## config.mk

```make
export PLATFORM = sky130hd
export DESIGN_NAME = osm_cell
export DESIGN_NICKNAME = d
export VERILOG_FILES = /design/src/design/osm_pkg.sv /design/src/design/osm_cell.sv
export SDC_FILE = /design/constraint.sdc
export NUM_CORES = 1
export LEC_CHECK = 0
export BUFFER_PORTS_ARGS = -buffer_cell sky130_fd_sc_hd__buf_4
export CAP_MARGIN = 20
export CORE_ASPECT_RATIO = 1.1
export CORE_MARGIN = 2
export CORE_UTILIZATION = 45
export CTS_CLUSTER_SIZE = 24
export DETAILED_ROUTE_END_ITERATION = 10
export PLACE_DENSITY = 0.86
export SLEW_MARGIN = 20
export SYNTH_ARGS = -nofsm -noshare
export SYNTH_HDL_FRONTEND = slang
export SYNTH_SLANG_ARGS = --single-unit
```

## constraint.sdc

```tcl
create_clock -name i_clk -period 3.3 [get_ports i_clk]
set_input_delay 0.165 -clock i_clk [delete_from_list [all_inputs] [get_ports i_clk]]
set_output_delay 0.165 -clock i_clk [all_outputs]
set_load 0.1 [all_outputs]
```

## src/design/osm_pkg.sv

```systemverilog
// osm_pkg: shared codes for the order-statistic multiset.
// Item kinds, result status codes and the cell operation type.
// No dependencies.
package osm_pkg;

    // Item kinds carried on i_kind
    localparam logic [1:0] KIND_INSERT = 2'd0;
    localparam logic [1:0] KIND_ERASE  = 2'd1;
    localparam logic [1:0] KIND_QUERY  = 2'd2;

    // Result status codes on o_status
    localparam logic [1:0] STAT_OK    = 2'd0;
    localparam logic [1:0] STAT_FULL  = 2'd1;
    localparam logic [1:0] STAT_RANGE = 2'd2;

    // Fixed port widths
    localparam int VALUE_W = 32;
    localparam int RANK_W  = 9;
    localparam int COUNT_W = 9;

    // Operation broadcast to every cell of the chain
    typedef enum logic [2:0] {
        OP_HOLD,
        OP_INSERT,
        OP_COMPACT,
        OP_ROT_L,
        OP_ROT_R
    } t_cell_op;

endpackage

```

## src/design/osm_cell.sv

```systemverilog
// osm_cell: one slot of the sorted key chain.
// Holds a key and a valid flag, compares against the broadcast key and
// takes data from either neighbour. Depends on osm_pkg.
module osm_cell
    import osm_pkg::*;
#(
    parameter int KEY_WIDTH = 32
) (
    input  logic                 i_clk,
    input  logic                 i_rst_n,
    input  t_cell_op             i_op,
    input  logic [KEY_WIDTH-1:0] i_key,
    input  logic [KEY_WIDTH-1:0] i_prev_key,
    input  logic                 i_prev_valid,
    input  logic                 i_prev_gt,
    input  logic [KEY_WIDTH-1:0] i_next_key,
    input  logic                 i_next_valid,
    input  logic                 i_chain_end,
    output logic [KEY_WIDTH-1:0] o_key,
    output logic                 o_valid,
    output logic                 o_gt,
    output logic                 o_match
);

    logic [KEY_WIDTH-1:0] r_key;
    logic [KEY_WIDTH-1:0] n_key;
    logic                 r_valid;
    logic                 n_valid;
    logic [KEY_WIDTH-1:0] w_ord_cell;
    logic [KEY_WIDTH-1:0] w_ord_in;
    logic                 w_le;

    // Sign bit flipped so that unsigned compare gives signed order
    assign w_ord_cell = {~r_key[KEY_WIDTH-1], r_key[KEY_WIDTH-2:0]};
    assign w_ord_in   = {~i_key[KEY_WIDTH-1], i_key[KEY_WIDTH-2:0]};

    assign o_gt    = r_valid && (w_ord_cell >= w_ord_in);
    assign w_le    = w_ord_cell <= w_ord_in;
    assign o_match = r_valid && (r_key == i_key);
    assign o_key   = r_key;
    assign o_valid = r_valid;

    // Next contents per operation
    always_comb begin
        n_key   = r_key;
        n_valid = r_valid;
        case (i_op)
            OP_INSERT: begin
                // keys not smaller stay; new key lands at the first smaller or empty slot
                if (!o_gt) begin
                    if (i_prev_gt) begin
                        n_key   = i_key;
                        n_valid = 1'b1;
                    end else begin
                        n_key   = i_prev_key;
                        n_valid = i_prev_valid;
                    end
                end
            end
            OP_COMPACT: begin
                // slots from the first copy onwards close up by one
                if (!r_valid || w_le) begin
                    n_key   = i_next_key;
                    n_valid = i_chain_end ? 1'b0 : i_next_valid;
                end
            end
            OP_ROT_L: begin
                n_key   = i_next_key;
                n_valid = i_next_valid;
            end
            OP_ROT_R: begin
                n_key   = i_prev_key;
                n_valid = i_prev_valid;
            end
            default: begin
                n_key   = r_key;
                n_valid = r_valid;
            end
        endcase
    end

    always_ff @(posedge i_clk) begin
        r_key <= n_key;
    end

    always_ff @(posedge i_clk) begin
        if (!i_rst_n) begin
            r_valid <= 1'b0;
        end else begin
            r_valid <= n_valid;
        end
    end

endmodule

```

==> impl_metrics.tcl <==
set metrics [dict create \
    yosysWarnings 0 \
    synth_ff_type "edfxtp_1" \
    routed_wl_mm 7.72 \
    finalPower_mw 1.79 \
    fillers 415 \
    rows 28 \
    post-synth-top-count-cell "inv_1" \
    synth_top_cell_by_area "edfxtp_1" \
    drtAntennaViolNets 0 \
    dp.cells 451 \
    syn-instance-count 243 \
    multi_input_area_um2 1170 \
    cts_tree "built" \
    viasPerCell 5.50 \
    gr-usage-all-layers_pct 25.0 \
    cp_common_cell "a21o_1" \
    rsz0062_at_grt "no" \
    drv_slew 0 \
    grt_pass1_vias 2538 \
    ys_ff_latch 33 \
    avgSynthCellArea_um2 10.1 \
    start_util_pct 46.2 \
    crit_type "reg2reg" \
    synth_common_cells "68 x inv_1, 32 x a222oi_1, 32 x edfxtp_1, 32 x ha_1, 14 x a21oi_1" \
    grt-ovfl-total 0 \
    cp_num_buf_inv 1 \
    critPathArrivalTime_ns 2.77 \
    cts_resized 0 \
    cp_max_fo 17 \
    antenna_cells 0 \
    grt_max_degree 20 \
    tightest_slew_ns 0.758 \
    power.density_nw_per_um2 483 \
    max_freq_mhz 361 \
    holdWs_ns 0.152 \
    clkLatencyLatePin_ns 0.29 \
    via_count 2524 \
    relSlewSlack_pct 49.5 \
    die_w_um 74.5 \
    power.leakage_nw 1.94 \
    fin_crit_ns 2.77 \
    finalHoldViolCount 0 \
    synthArstFlopShare_pct 0 \
    cts.sinks 33 \
    io_buffer_count 139 \
    dp_hpwl_mm 6.12 \
    worstPathCellList "ha_1 > a21o_1 > a21o_1 > a221o_1 > a211oi_1 > a21boi_2 > o21a_2 > buf_12" \
    rrSetupSlack_ns 0.53 \
    gp_congestion 0.826 \
    grt_pass1_wl_mm 11.6 \
    dieHeight_um 81.5 \
    setup_viol 0 \
    final.setup.tns_ns 0 \
    dr.pass1.iters 8 \
    yosys.area.top_type_share_pct 39.1 \
    drc 0 \
    worstSetupEndpointType "flip-flop" \
    coreArea_um2 5330 \
    timing.critical_path.max_delay_family "compound AO/OA/AOI/OAI gates" \
    cts_buffer_depth 2 \
    finClkSkew_ns 0.00954 \
    place_ws_ns 0.565 \
    cp-start-kind "flip-flop" \
    dieArea_um2 6070 \
    clockRootBuffer "clkbuf_8" \
    cpMaxStageDelayCell "o21a_2" \
    max_stage_delay_ns 0.43 \
    final_cells 459 \
    worstPathRequired_ns 3.30 \
    synthesis.area_um2 2460 \
    drtIter0Drc 310 \
    synth.area.top_cells "edfxtp_1 39%, ha_1 16%, a222oi_1 13%" \
    vdd_drop_max_mv 0.347 \
    cts_inserted_buffers 5 \
    clk_pin_slew_worst_paths_ns 0.08 \
    timing.final.crit_share_pct 84.1 \
    synth_edf_count 32 \
    synth_nets 380 \
    pin_count 140 \
    worst_slack_ns 0.526 \
    status "finished clean" \
    max_cap_viol_count 0 \
    fin_nets 520 \
    ys_seq_area_share_pct 39.9 \
    wl_per_cell_um 16.8 \
    antenna_found_initial 0 \
    regArea_um2 981 \
    layout-drive-gt1-share_pct 42.4 \
    postCtsSetupBuffers 0 \
    hold_buffers 0 \
    ys_types 35 \
    hp-class "in2reg" \
    areaGrowthSynthToFinish_pct 50.5 \
    htreeDepth 2 \
]
## cells by family after synthesis
group,count (synthesis),synth area share (%)
xor+xnor,1,0.356
simple gates,31,8.24
buf+inv,79,13.0
flops,33,39.9
compound gates,67,22.2
fa+ha+maj,32,16.3
## registers in the layout (all words and copies together), names as in the netlist
name / flops
o_key: 32
o_valid: 1
## worst paths after layout
| kind | cells after the start | start | endpoint |
|---|---|---|---|
| hold reg to reg | 2 | o_valid | o_valid |
| setup reg to reg | 8 | o_key[29] | o_key[7] |
| setup / recovery | 8 | o_key[29] | o_key[7] |
| hold / removal | 3 | i_next_key[11] | o_key[11] |
## tightest hold or removal path, stage by stage
cell and delay (ns):
buf_4 0.08, a222oi_1 0.05, inv_1 0.05
## per-layer routing
metal	vias up	routed length [um]	track usage [%]
met5	-	0	0
met4	0	143	8.75
met3	13	430	3.80
met2	106	4240	46.3
met1	1206	2900	28.8
li1	1199	-	-
## placed cells by master (no fill, tap or decap), types with 2 or more instances in the layout
cell / Yosys / layout
nand4_1: 5 / 5
o21ai_0: 6 / 6
nor2_1: 4 / 4
nor2b_2: 0 / 2
a21oi_1: 14 / 14
buf_4: 1 / 143
edfxtp_1: 32 / 32
nand4_2: 3 / 3
nand2_1: 8 / 8
o211ai_1: 2 / 2
nand3_1: 3 / 3
inv_1: 68 / 68
a21o_1: 2 / 2
clkbuf_8: 0 / 5
a222oi_1: 32 / 32
ha_1: 32 / 32
## final cells by class
cell class | count | share of cell area (%)
Sequential cell | 33 | 26.5
Timing Repair Buffer | 144 | 29.5
Multi-Input combinational cell | 131 | 31.5
Tap cell | 75 | 2.54
Clock inverter | 3 | 1.12
Inverter | 68 | 6.90
Clock buffer | 5 | 1.86
## where the power goes
group	total, mW	leakage, nW	internal (mW)	switching [mW]
Sequential	0.559	0.324	0.529	0.0302
Clock	0.387	0.0518	0.222	0.164
Combinational	0.841	1.56	0.257	0.584
Total	1.79	1.94	1.01	0.778
## per-stage QoR
stage	area (um^2)	util, %
finish	3700	69.5
global route	3700	69.5
global placement	3590	67.4
floorplan	2460	-
CTS	3700	69.5
detailed placement	3590	67.4
(Power assumes the default switching activity.)
