--- src/design/osm_pkg.sv ---
// osm_pkg: shared codes for the order-statistic multiset.
// Item kinds, result status codes and the cell operation type.
// No dependencies.
package osm_pkg;

    // Item kinds carried on i_kind
    localparam logic [1:0] KIND_INSERT = 2'd0;
    localparam logic [1:0] KIND_ERASE  = 2'd1;
    localparam logic [1:0] KIND_QUERY  = 2'd2;

    // Result status codes on o_status
    localparam logic [1:0] STAT_OK    = 2'd0;
    localparam logic [1:0] STAT_FULL  = 2'd1;
    localparam logic [1:0] STAT_RANGE = 2'd2;

    // Fixed port widths
    localparam int VALUE_W = 32;
    localparam int RANK_W  = 9;
    localparam int COUNT_W = 9;

    // Operation broadcast to every cell of the chain
    typedef enum logic [2:0] {
        OP_HOLD,
        OP_INSERT,
        OP_COMPACT,
        OP_ROT_L,
        OP_ROT_R
    } t_cell_op;

endpackage

--- src/design/osm_ctrl.sv ---
// osm_ctrl: sequencer for the order-statistic multiset.
// Decodes each beat, drives the cell operation, keeps the key count and
// registers the result. Depends on osm_pkg.
module osm_ctrl
    import osm_pkg::*;
#(
    parameter int CAPACITY  = 256,
    parameter int KEY_WIDTH = 32
) (
    input  logic                      i_clk,
    input  logic                      i_rst_n,
    input  logic                      i_start,
    input  logic [1:0]                i_kind,
    input  logic signed [VALUE_W-1:0] i_value,
    input  logic [RANK_W-1:0]         i_rank,
    input  logic                      i_any_match,
    input  logic [KEY_WIDTH-1:0]      i_head_key,
    output t_cell_op                  o_op,
    output logic [KEY_WIDTH-1:0]      o_key,
    output logic [$clog2(CAPACITY+1)-1:0] o_count,
    output logic                      o_busy,
    output logic                      o_done,
    output logic [1:0]                o_status,
    output logic signed [VALUE_W-1:0] o_result_value,
    output logic [COUNT_W-1:0]        o_entry_count
);

    localparam int CW = $clog2(CAPACITY + 1);
    localparam int IW = $clog2(CAPACITY);
    localparam int EW = (CW > RANK_W) ? CW : RANK_W;

    localparam logic [1:0] S_IDLE   = 2'd0;
    localparam logic [1:0] S_ERASE  = 2'd1;
    localparam logic [1:0] S_QLEFT  = 2'd2;
    localparam logic [1:0] S_QRIGHT = 2'd3;

    logic [1:0]               r_state, n_state;
    logic [CW-1:0]            r_count, n_count;
    logic [IW-1:0]            r_cnt, n_cnt;
    logic [IW-1:0]            r_rot, n_rot;
    logic [KEY_WIDTH-1:0]     r_key, n_key;
    logic                     r_done, n_done;
    logic [1:0]               r_status, n_status;
    logic [VALUE_W-1:0]       r_result, n_result;
    logic [COUNT_W-1:0]       r_ecount;
    logic                     w_accept;
    logic [KEY_WIDTH-1:0]     w_key_in;
    logic [RANK_W-1:0]        w_rank_eff;
    logic [VALUE_W-1:0]       w_head_val;

    assign w_accept   = i_start && (r_state == S_IDLE);
    assign w_key_in   = KEY_WIDTH'($unsigned(i_value));
    assign w_rank_eff = (i_rank == '0) ? RANK_W'(1) : i_rank;
    assign w_head_val = VALUE_W'(i_head_key);

    assign o_key          = (r_state == S_IDLE) ? w_key_in : r_key;
    assign o_count        = r_count;
    assign o_busy         = (r_state != S_IDLE);
    assign o_done         = r_done;
    assign o_status       = r_status;
    assign o_result_value = r_result;
    assign o_entry_count  = r_ecount;

    // Sequencing of one beat
    always_comb begin
        n_state  = r_state;
        n_count  = r_count;
        n_cnt    = r_cnt;
        n_rot    = r_rot;
        n_key    = r_key;
        n_done   = 1'b0;
        n_status = r_status;
        n_result = r_result;
        o_op     = OP_HOLD;
        case (r_state)
            S_IDLE: begin
                if (w_accept) begin
                    case (i_kind)
                        KIND_INSERT: begin
                            n_done   = 1'b1;
                            n_result = '0;
                            if (r_count < CW'(CAPACITY)) begin
                                o_op     = OP_INSERT;
                                n_count  = r_count + CW'(1);
                                n_status = STAT_OK;
                            end else begin
                                n_status = STAT_FULL;
                            end
                        end
                        KIND_ERASE: begin
                            n_key   = w_key_in;
                            n_state = S_ERASE;
                        end
                        KIND_QUERY: begin
                            if (EW'(w_rank_eff) > EW'(r_count)) begin
                                n_done   = 1'b1;
                                n_status = STAT_RANGE;
                                n_result = '0;
                            end else if (w_rank_eff == RANK_W'(1)) begin
                                n_done   = 1'b1;
                                n_status = STAT_OK;
                                n_result = w_head_val;
                            end else begin
                                n_cnt   = IW'(w_rank_eff - RANK_W'(1));
                                n_rot   = IW'(w_rank_eff - RANK_W'(1));
                                n_state = S_QLEFT;
                            end
                        end
                        default: begin
                            n_done   = 1'b1;
                            n_status = STAT_OK;
                            n_result = '0;
                        end
                    endcase
                end
            end
            S_ERASE: begin
                // one copy removed per cycle until none is left
                if (i_any_match) begin
                    o_op    = OP_COMPACT;
                    n_count = r_count - CW'(1);
                end else begin
                    n_done   = 1'b1;
                    n_status = STAT_OK;
                    n_result = '0;
                    n_state  = S_IDLE;
                end
            end
            S_QLEFT: begin
                // rotate the wanted key to the head, then read it
                if (r_cnt != '0) begin
                    o_op  = OP_ROT_L;
                    n_cnt = r_cnt - IW'(1);
                end else begin
                    n_done   = 1'b1;
                    n_status = STAT_OK;
                    n_result = w_head_val;
                    n_cnt    = r_rot;
                    n_state  = S_QRIGHT;
                end
            end
            S_QRIGHT: begin
                // rotate back to restore the order
                o_op  = OP_ROT_R;
                n_cnt = r_cnt - IW'(1);
                if (r_cnt == IW'(1)) begin
                    n_state = S_IDLE;
                end
            end
            default: begin
                n_state = S_IDLE;
            end
        endcase
    end

    // Control state
    always_ff @(posedge i_clk) begin
        if (!i_rst_n) begin
            r_state <= S_IDLE;
            r_count <= '0;
            r_done  <= 1'b0;
        end else begin
            r_state <= n_state;
            r_count <= n_count;
            r_done  <= n_done;
        end
    end

    // Operands and result beat
    always_ff @(posedge i_clk) begin
        r_cnt <= n_cnt;
        r_rot <= n_rot;
        r_key <= n_key;
        if (n_done) begin
            r_status <= n_status;
            r_result <= n_result;
            r_ecount <= COUNT_W'(n_count);
        end
    end

endmodule

--- config.mk ---
export PLATFORM = sky130hd
export DESIGN_NAME = osm_ctrl
export DESIGN_NICKNAME = d
export VERILOG_FILES = /design/src/design/osm_pkg.sv /design/src/design/osm_ctrl.sv
export SDC_FILE = /design/constraint.sdc
export NUM_CORES = 1
export LEC_CHECK = 0
export ABC_AREA = 1
export BUFFER_PORTS_ARGS = -buffer_cell sky130_fd_sc_hd__buf_4
export CAP_MARGIN = 20
export CORE_MARGIN = 4
export CORE_UTILIZATION = 35
export CTS_CLUSTER_SIZE = 30
export DETAILED_ROUTE_END_ITERATION = 8
export SYNTH_ARGS = -nofsm -noshare
export SYNTH_HDL_FRONTEND = slang
export SYNTH_SLANG_ARGS = --single-unit
--- constraint.sdc ---
create_clock -name i_clk -period 7.1 [get_ports i_clk]
set_input_delay 2.13 -clock i_clk [delete_from_list [all_inputs] [get_ports i_clk]]
set_output_delay 2.13 -clock i_clk [all_outputs]
set_load 0.01 [all_outputs]
==> out/results.ini, run 1 <==
[outcome]
status = complete, no violations

[route]
post_drt_wl_per_cell_microns = 14.7
drtIter0Drc = 247
via_per_inst = 4.69
detail-route-antenna-nets = 0
drtPass1Iterations = 5
finalWirelength_mm = 13.8
num_vias = 4414
drc = 0

[die]
die-area_sq_mm = 0.0172
design.core.area_sq_mm = 0.0147
die_height_microns = 131
row_count = 44
top_level_ports = 168
die_x_microns = 131
start_util_pct = 36.1

[critical_path]
critical-path-max-stage-delay_ns = 0.31
end_kind = output pin
cp_top_family = simple AND/OR/NAND/NOR gates
crit_chain = buf_4, or2_4, nor3_4, inv_1, o21ai_0, buf_4
reg2reg_slack_ns = 4.03
critPathBufInv = 3
r2r_cells = 12
worstSetupStartpointType = input pin
required_ns = 4.97
reg2reg_to = o_result_value[16]$_DFFE_PP_
critical_path_arrival_ns = 3.25
r2r_start = o_count[8]$_SDFF_PN0_
crit_fanout = 9
cpMostUsedCell = buf_4
cpMaxStageDelayCell = nor3_4
path_class = in2out

[cts]
cts_buffers = 9
cts_buffer_depth = 2
clk_pin_slew_ns = 0.07
clockRootBuffer = clkbuf_16
clk_latency_ns = 0.35
hold_buffers = 0
cts_tree = built
post-cts-setup-buffers = 0
cts_sinks = 103
ctsResizeCount = 0
cts_max_level = 3

[pwr]
p_total_mw = 2.44
power.leakage_nw = 3.29
power_density_mw_per_mm2 = 346
irDropWorstVdd_mv = 0.153

[sta]
tns_ns = 0
rsz0062_at_grt = false
fmax_mhz = 186
worst_slew_pin_slew_ns = 0.925
skew_ns = 0.00594
setup-violations-final = 0
hold_viol = 0
fin_crit_sh_pct = 75.7
fin_ws_ns = 1.72
post-route-min-period_ns = 5.38
finalMaxSlewViolations = 0
relSlewSlack_pct = 38.2

[hold_path]
hold_end = r_cnt[7]$_DFFE_PP_
whs_path_depth = 2
hold_path.class = reg2reg
min_from = r_rot[7]$_DFFE_PP_

[placement]
place_ws_ns = 1.73
dp.cells = 926
gp_congestion = 0.870
port_buffers = 167
dp_hpwl_mm = 10.4

[finish]
drive_above_1_share_pct = 27.3
n_antenna_cell = 0
final_core_util_pct = 48.1
synthToLayoutAreaGrowth_pct = 33.3
nets = 853
instances_no_fill = 942

[synth]
synth_warnings = 0
syn-mean-instance-area_sq_um = 8.97
synth_top_area_cell = edfxtp_1
yosysTopAreaCellShare_pct = 51.5
synthCells = 591
syn_nets = 691
ys_ff_latch = 103
ys_types = 38
synth_seq_area_share_pct = 56.1
synth_area_sq_mm = 0.00530
synth_area_leaders = edfxtp_1 52%, nand2_1 12%, inv_1 5.5%, nor2_1 5.3%, ha_1 5.0%

[flow_run]
max_cap_viol_count = 0

[global_routing]
grt_usage_pct = 15.7
grt_pass1_wl_mm = 21.0
overflow = 0
grt_start_max_net_pins = 48
antenna_found_initial = 0
grt_pass1_vias = 4293

cell families after synthesis:
kind of cell / after synthesis / share of synthesized area, %
AND/OR/NAND/NOR: 304 / 23.7
flip-flops: 103 / 56.1
buffers and inverters: 100 / 7.39
AO/OA/AOI/OAI: 52 / 6.04
adder cells (fa/ha/maj): 21 / 4.96
XOR/XNOR: 11 / 1.82
final cells by class:
class / count / area, sq um
fillers: 1425 / 7630
flip-flops and latches: 103 / 2970
multi-input cells: 388 / 1950
repair buffers: 171 / 1280
inverters: 80 / 300
well taps: 184 / 230
clock buffers: 9 / 225
clock inverters: 7 / 106
worst max path at each step:
stage / startpoint / to / depth (start not counted)
3_5_place_dp: i_kind[1] / o_op[0] / 6
2_1_floorplan: i_rank[5] / o_result_value[0]$_DFFE_PP_ / 14
4_1_cts: i_kind[1] / o_op[0] / 6
5_1_grt: i_kind[1] / o_op[0] / 6
3_3_place_gp: i_kind[1] / o_op[0] / 6
6_report: i_kind[1] / o_op[0] / 6
Yosys cell counts:
master and n:
a21o_1 1, buf_4 4, o21ai_1 2, o211ai_2 1, edfxtp_1 91, o22ai_1 1, inv_1 78, a21oi_4 1
o211ai_1 2, nor4_1 1, xnor2_1 4, nor2_1 75, a31oi_1 2, a22oi_2 1, o221ai_1 1, buf_2 1
clkinv_1 1, nor2_2 3, ha_1 21, or2_4 1, a21oi_1 21, nor3_1 8, inv_2 1, nand4_1 7
xor2_1 7, nor3_4 1, clkbuf_1 15, o31ai_1 2, dfxtp_1 12, nand2_1 175, o21ai_2 2, nand3_1 26
a21oi_2 1, nand2_2 3, a22oi_1 1, nand3_2 3, or2_0 1, o21ai_0 13
metrics by stage:
step,cell area [sq um],hold slack (ns)
floorplan,5300,0.503
global placement,6730,0.519
detailed placement,6730,0.522
CTS,7070,0.539
global route,7070,0.566
finish,7070,0.540
layer usage:
metal | track usage [%] | wire length (microns) | up-vias
met3 | 4.17 | 1080 | 15
met2 | 24.6 | 6330 | 166
met5 | 0 | 0 | -
met4 | 6.17 | 267 | 0
li1 | - | - | 2237
met1 | 20.7 | 6140 | 1996
layout by cell type, fill, tap and decap left out, drive strengths merged:
master    count
o221ai        1
o22ai         1
xnor2         4
nor2         78
or2           2
o31ai         2
a21oi        23
o211ai        3
ha           21
a21o          1
a31oi         2
clkbuf        9
buf         171
nor4          1
nand2       178
edfxtp       91
xor2          7
nand4         7
inv          80
clkinvlp      1
dfxtp        12
o21ai        17
bufinv        2
a22oi         2
nand3        29
clkinv        4
nor3          9
worst reg2reg max path: cells and delay by family, from the launching register on:
kind	cells	cell delay (ns)
adders and majority gates	1	0.33
and+or+nand+nor	10	1.76
buffers and inverters	1	0.16
DFF	1	0.45
state kept, by name, summed over array words and instances (netlist names):
register,cells
o_entry_count,9
r_key,32
o_count,9
r_rot,8
o_result_value,32
o_status,2
o_done,1
r_cnt,8
r_state,2
where the power goes:
part / switching (mW) / internal, mW / leakage, nW
clock network: 0.236 / 0.313 / 0.159
registers: 0.0596 / 0.812 / 0.945
logic: 0.622 / 0.399 / 2.18
No activity file was read; power rests on OpenSTA's default activity.
==> run 2: changes to the inputs <==
- ABC_AREA: 1 -> 0
- clock period: 7.1 -> 4.3 ns (I/O delays scaled with it)
==> run 2 against run 1 <==
Compared with the run above: clock skew increased by 0.0022 ns; combinational power is essentially flat; non-clock buffer count increased by 4; global-route usage fell by 0.50 points; largest cell class unchanged; highest routed layer unchanged.
==> out/results.ini, run 2 <==
[finish]
synthToLayoutAreaGrowth_pct = 34.5
layout_commonest_cell = buf_4
instances_no_fill = 762  ; -19%
nets = 677  ; -21%
drive_above_1_share_pct = 40.2  ; +13 points
most-common-layout-cells = 174 x buf_4, 91 x edfxtp_1, 40 x and2_1
n_antenna_cell = 0  ; unchanged

[synth]
async_reset_ff_share_pct = 0  ; unchanged
synthCells = 413  ; -30%
synth_area_leaders = edfxtp_1 54%, mux2_2 7.1%, ha_1 5.2%, and2_1 4.9%, dfxtp_1 4.7%
syn_nets = 513  ; -26%
synth_seq_area_share_pct = 58.4  ; +2.3 points
yosysTopAreaCellShare_pct = 53.7  ; +2.2 points
ys_ff_latch = 103  ; unchanged
synth_top_area_cell = edfxtp_1
syn-mean-instance-area_sq_um = 12.3  ; +37%
ys.flop_type = edfxtp_1
synth_area_sq_mm = 0.00509  ; -4.0%
synth-edff-count = 91  ; unchanged
synth_warnings = 0  ; unchanged
ys_types = 58  ; +53%
synth.most_common_cell = edfxtp_1
ys_top_cells_by_count = 91 x edfxtp_1, 40 x and2_1, 32 x mux2_2, 26 x nor2_1

[die]
top_level_ports = 168  ; unchanged
row_count = 43  ; -2.3%
die-area_sq_mm = 0.0165  ; -3.8%
design.core.area_sq_mm = 0.0140  ; -4.5%
start_util_pct = 36.2  ; +0.17 points
die_x_microns = 129  ; -1.9%
die_height_microns = 129  ; -1.9%

[pwr]
irDropWorstVdd_mv = 0.187  ; +22%
power.leakage_nw = 2.78  ; -15%
power_density_mw_per_mm2 = 456  ; +32%
p_int_mw = 2.15  ; +41%
swShare_pct = 31.2  ; -6.3 points
clkPwrFrac_pct = 25.2  ; +2.7 points
p_sw_uw = 975  ; +6.3%
seq_power_share_pct = 43.2  ; +7.5 points
pwr-share-comb_pct = 31.6  ; -10 points

[global_routing]
grt_start_max_net_pins = 48  ; unchanged
grt_usage_pct = 15.2  ; -0.50 points
grt_pass1_vias = 3853  ; -10%
overflow = 0  ; unchanged
grt_pass1_wl_mm = 19.9  ; -5.2%
antenna_found_initial = 0  ; unchanged

[cts]
cts_buffers = 9  ; unchanged
ctsResizeCount = 0  ; unchanged
clockRootBuffer = clkbuf_16
cts_tree = built
post-cts-setup-buffers = 0  ; unchanged
cts_buffer_depth = 2  ; unchanged
cts_max_level = 3  ; unchanged
cts_sinks = 103  ; unchanged
hold_buffers = 0  ; unchanged
clk_pin_slew_ns = 0.07  ; about the same
clk_latency_ns = 0.35  ; about the same

[critical_path]
crit_fanout = 32  ; +23
end_kind = flop
r2r_start = o_count[1]$_SDFF_PN0_
path_class = in2reg
critical_path_arrival_ns = 3.85  ; +0.60 ns
required_ns = 4.40  ; -0.57 ns
cp-startpoint = i_rank[5]
worstSetupStartpointType = input pin
critPathCapture = o_result_value[12]$_DFFE_PP_
reg2reg_slack_ns = 1.46  ; -2.57 ns
r2r_cells = 8  ; -4
reg2reg_to = o_result_value[12]$_DFFE_PP_

[route]
met1_length_mm = 5.53  ; -9.9%
drtIter0Drc = 203  ; -18%
top_layer = met4
drtPass1Iterations = 4  ; -1
num_vias = 3741  ; -15%
via_per_inst = 4.91  ; +4.8%
dr_wl_met3_mm = 1.24  ; +15%
drc = 0  ; unchanged
post_drt_wl_per_cell_microns = 16.9  ; +15%
detail-route-antenna-nets = 0  ; unchanged
wl_met2_mm = 5.98  ; -5.5%
finalWirelength_mm = 12.9  ; -6.7%

[sta]
skew_ns = 0.00811  ; +0.00217 ns
worst_slew_pin_slew_ns = 0.811  ; -0.114 ns
fin_crit_sh_pct = 87.4
post-route-min-period_ns = 3.76
hold_viol = 0  ; unchanged
rsz0062_at_grt = false
finalMaxSlewViolations = 0  ; unchanged
fmax_mhz = 266
relSlewSlack_pct = 46.0  ; +7.8 points
setup-violations-final = 0  ; unchanged
tns_ns = 0  ; unchanged

[hold_path]
hold_path.class = reg2reg

[outcome]
status = complete, no violations

[placement]
dp_hpwl_mm = 9.89  ; -4.7%
gp_congestion = 0.826  ; -5.0%
port_buffers = 167  ; unchanged
dp.cells = 746  ; -19%

[flow_run]
max_cap_viol_count = 0  ; unchanged

## run 2: changes by cell type in the layout (fill, tap and decap cells not counted), moves of 4 or more
cell,change
nor4_1,+10
nand2_1,-154
nor2_1,-48
nand2b_1,+4
mux2_2,+32
o21ai_0,-6
inv_1,-57
and2_1,+40
nand3_1,-18
## run 2: stage by stage
step	total power, mW	instance area [sq um]	hold WS [ns]	utilization (%)	setup WS, ns
3_5_place_dp	2.37	6570	0.500	46.8	0.191
2_1_floorplan	1.90	5100	0.471	-	0.267
5_1_grt	3.31	6850	0.550	48.8	0.245
3_3_place_gp	2.35	6570	0.487	46.8	0.323
6_report	3.12	6850	0.511	48.8	0.540
4_1_cts	3.17	6850	0.510	48.8	0.556
## run 2: cell families (layout without fill, tap and decap cells)
logic type / after synthesis / in the layout / synth area share (%)
flip-flops: 103 / 103 / 58.4
adder cells (fa/ha/maj): 21 / 21 / 5.16
AND/OR/NAND/NOR: 135 / 135 / 14.7
buffers and inverters: 43 / 212 / 3.27
AO/OA/AOI/OAI: 63 / 63 / 8.36
multiplexers: 35 / 35 / 7.67
XOR/XNOR: 13 / 13 / 2.39
## run 2: worst min-delay path by stage
stage,end,slack [ns],cells after the start,startpoint
after global placement,r_state[0]$_SDFFE_PN0P_,0.49,2,r_state[0]$_SDFFE_PN0P_
after detailed placement,r_state[1]$_SDFFE_PN0P_,0.50,2,r_state[1]$_SDFFE_PN0P_
after CTS,r_state[1]$_SDFFE_PN0P_,0.51,2,r_state[1]$_SDFFE_PN0P_
final,r_state[0]$_SDFFE_PN0P_,0.51,2,r_state[0]$_SDFFE_PN0P_
after floorplan,r_state[1]$_SDFFE_PN0P_,0.47,2,r_state[1]$_SDFFE_PN0P_
after global routing,r_state[0]$_SDFFE_PN0P_,0.55,2,r_state[0]$_SDFFE_PN0P_
## run 2: layout make-up
class,instances,area (sq um)
fillers,1259,7200
flip-flops and latches,103,2970
multi-input cells,267,1960
repair buffers,175,1330
clock buffers,10,229
well taps,180,225
inverters,21,78.8
clock inverters,6,52.6
## run 2: layer usage
layer  vias to the layer above  global-route usage (%)
met5                         -                       0
met4                         0                    3.21
met3                         9                    5.85
met2                       138                    24.6
met1                      1755                    19.4
li1                       1839                       -
## run 2: worst max-delay path: stages
cell and delay [ns]:
buf_4 0.13, nor4_1 0.47, and2_1 0.25, a21o_1 0.17, inv_1 0.08, ha_1 0.18
nor2b_1 0.11, o21a_1 0.11, o21a_1 0.10, o21ai_1 0.15, a22o_1 0.50, and2_1 0.30
## run 2: power groups by stage
| stage | Sequential [mW] | Clock, mW | Combinational (mW) |
|---|---|---|---|
| floorplan | 1.40 | 0 | 0.495 |
| CTS | 1.35 | 0.815 | 1.00 |
| detailed placement | 1.37 | 0 | 0.997 |
| global placement | 1.37 | 0 | 0.981 |
| finish | 1.35 | 0.787 | 0.986 |
| global route | 1.37 | 0.856 | 1.08 |
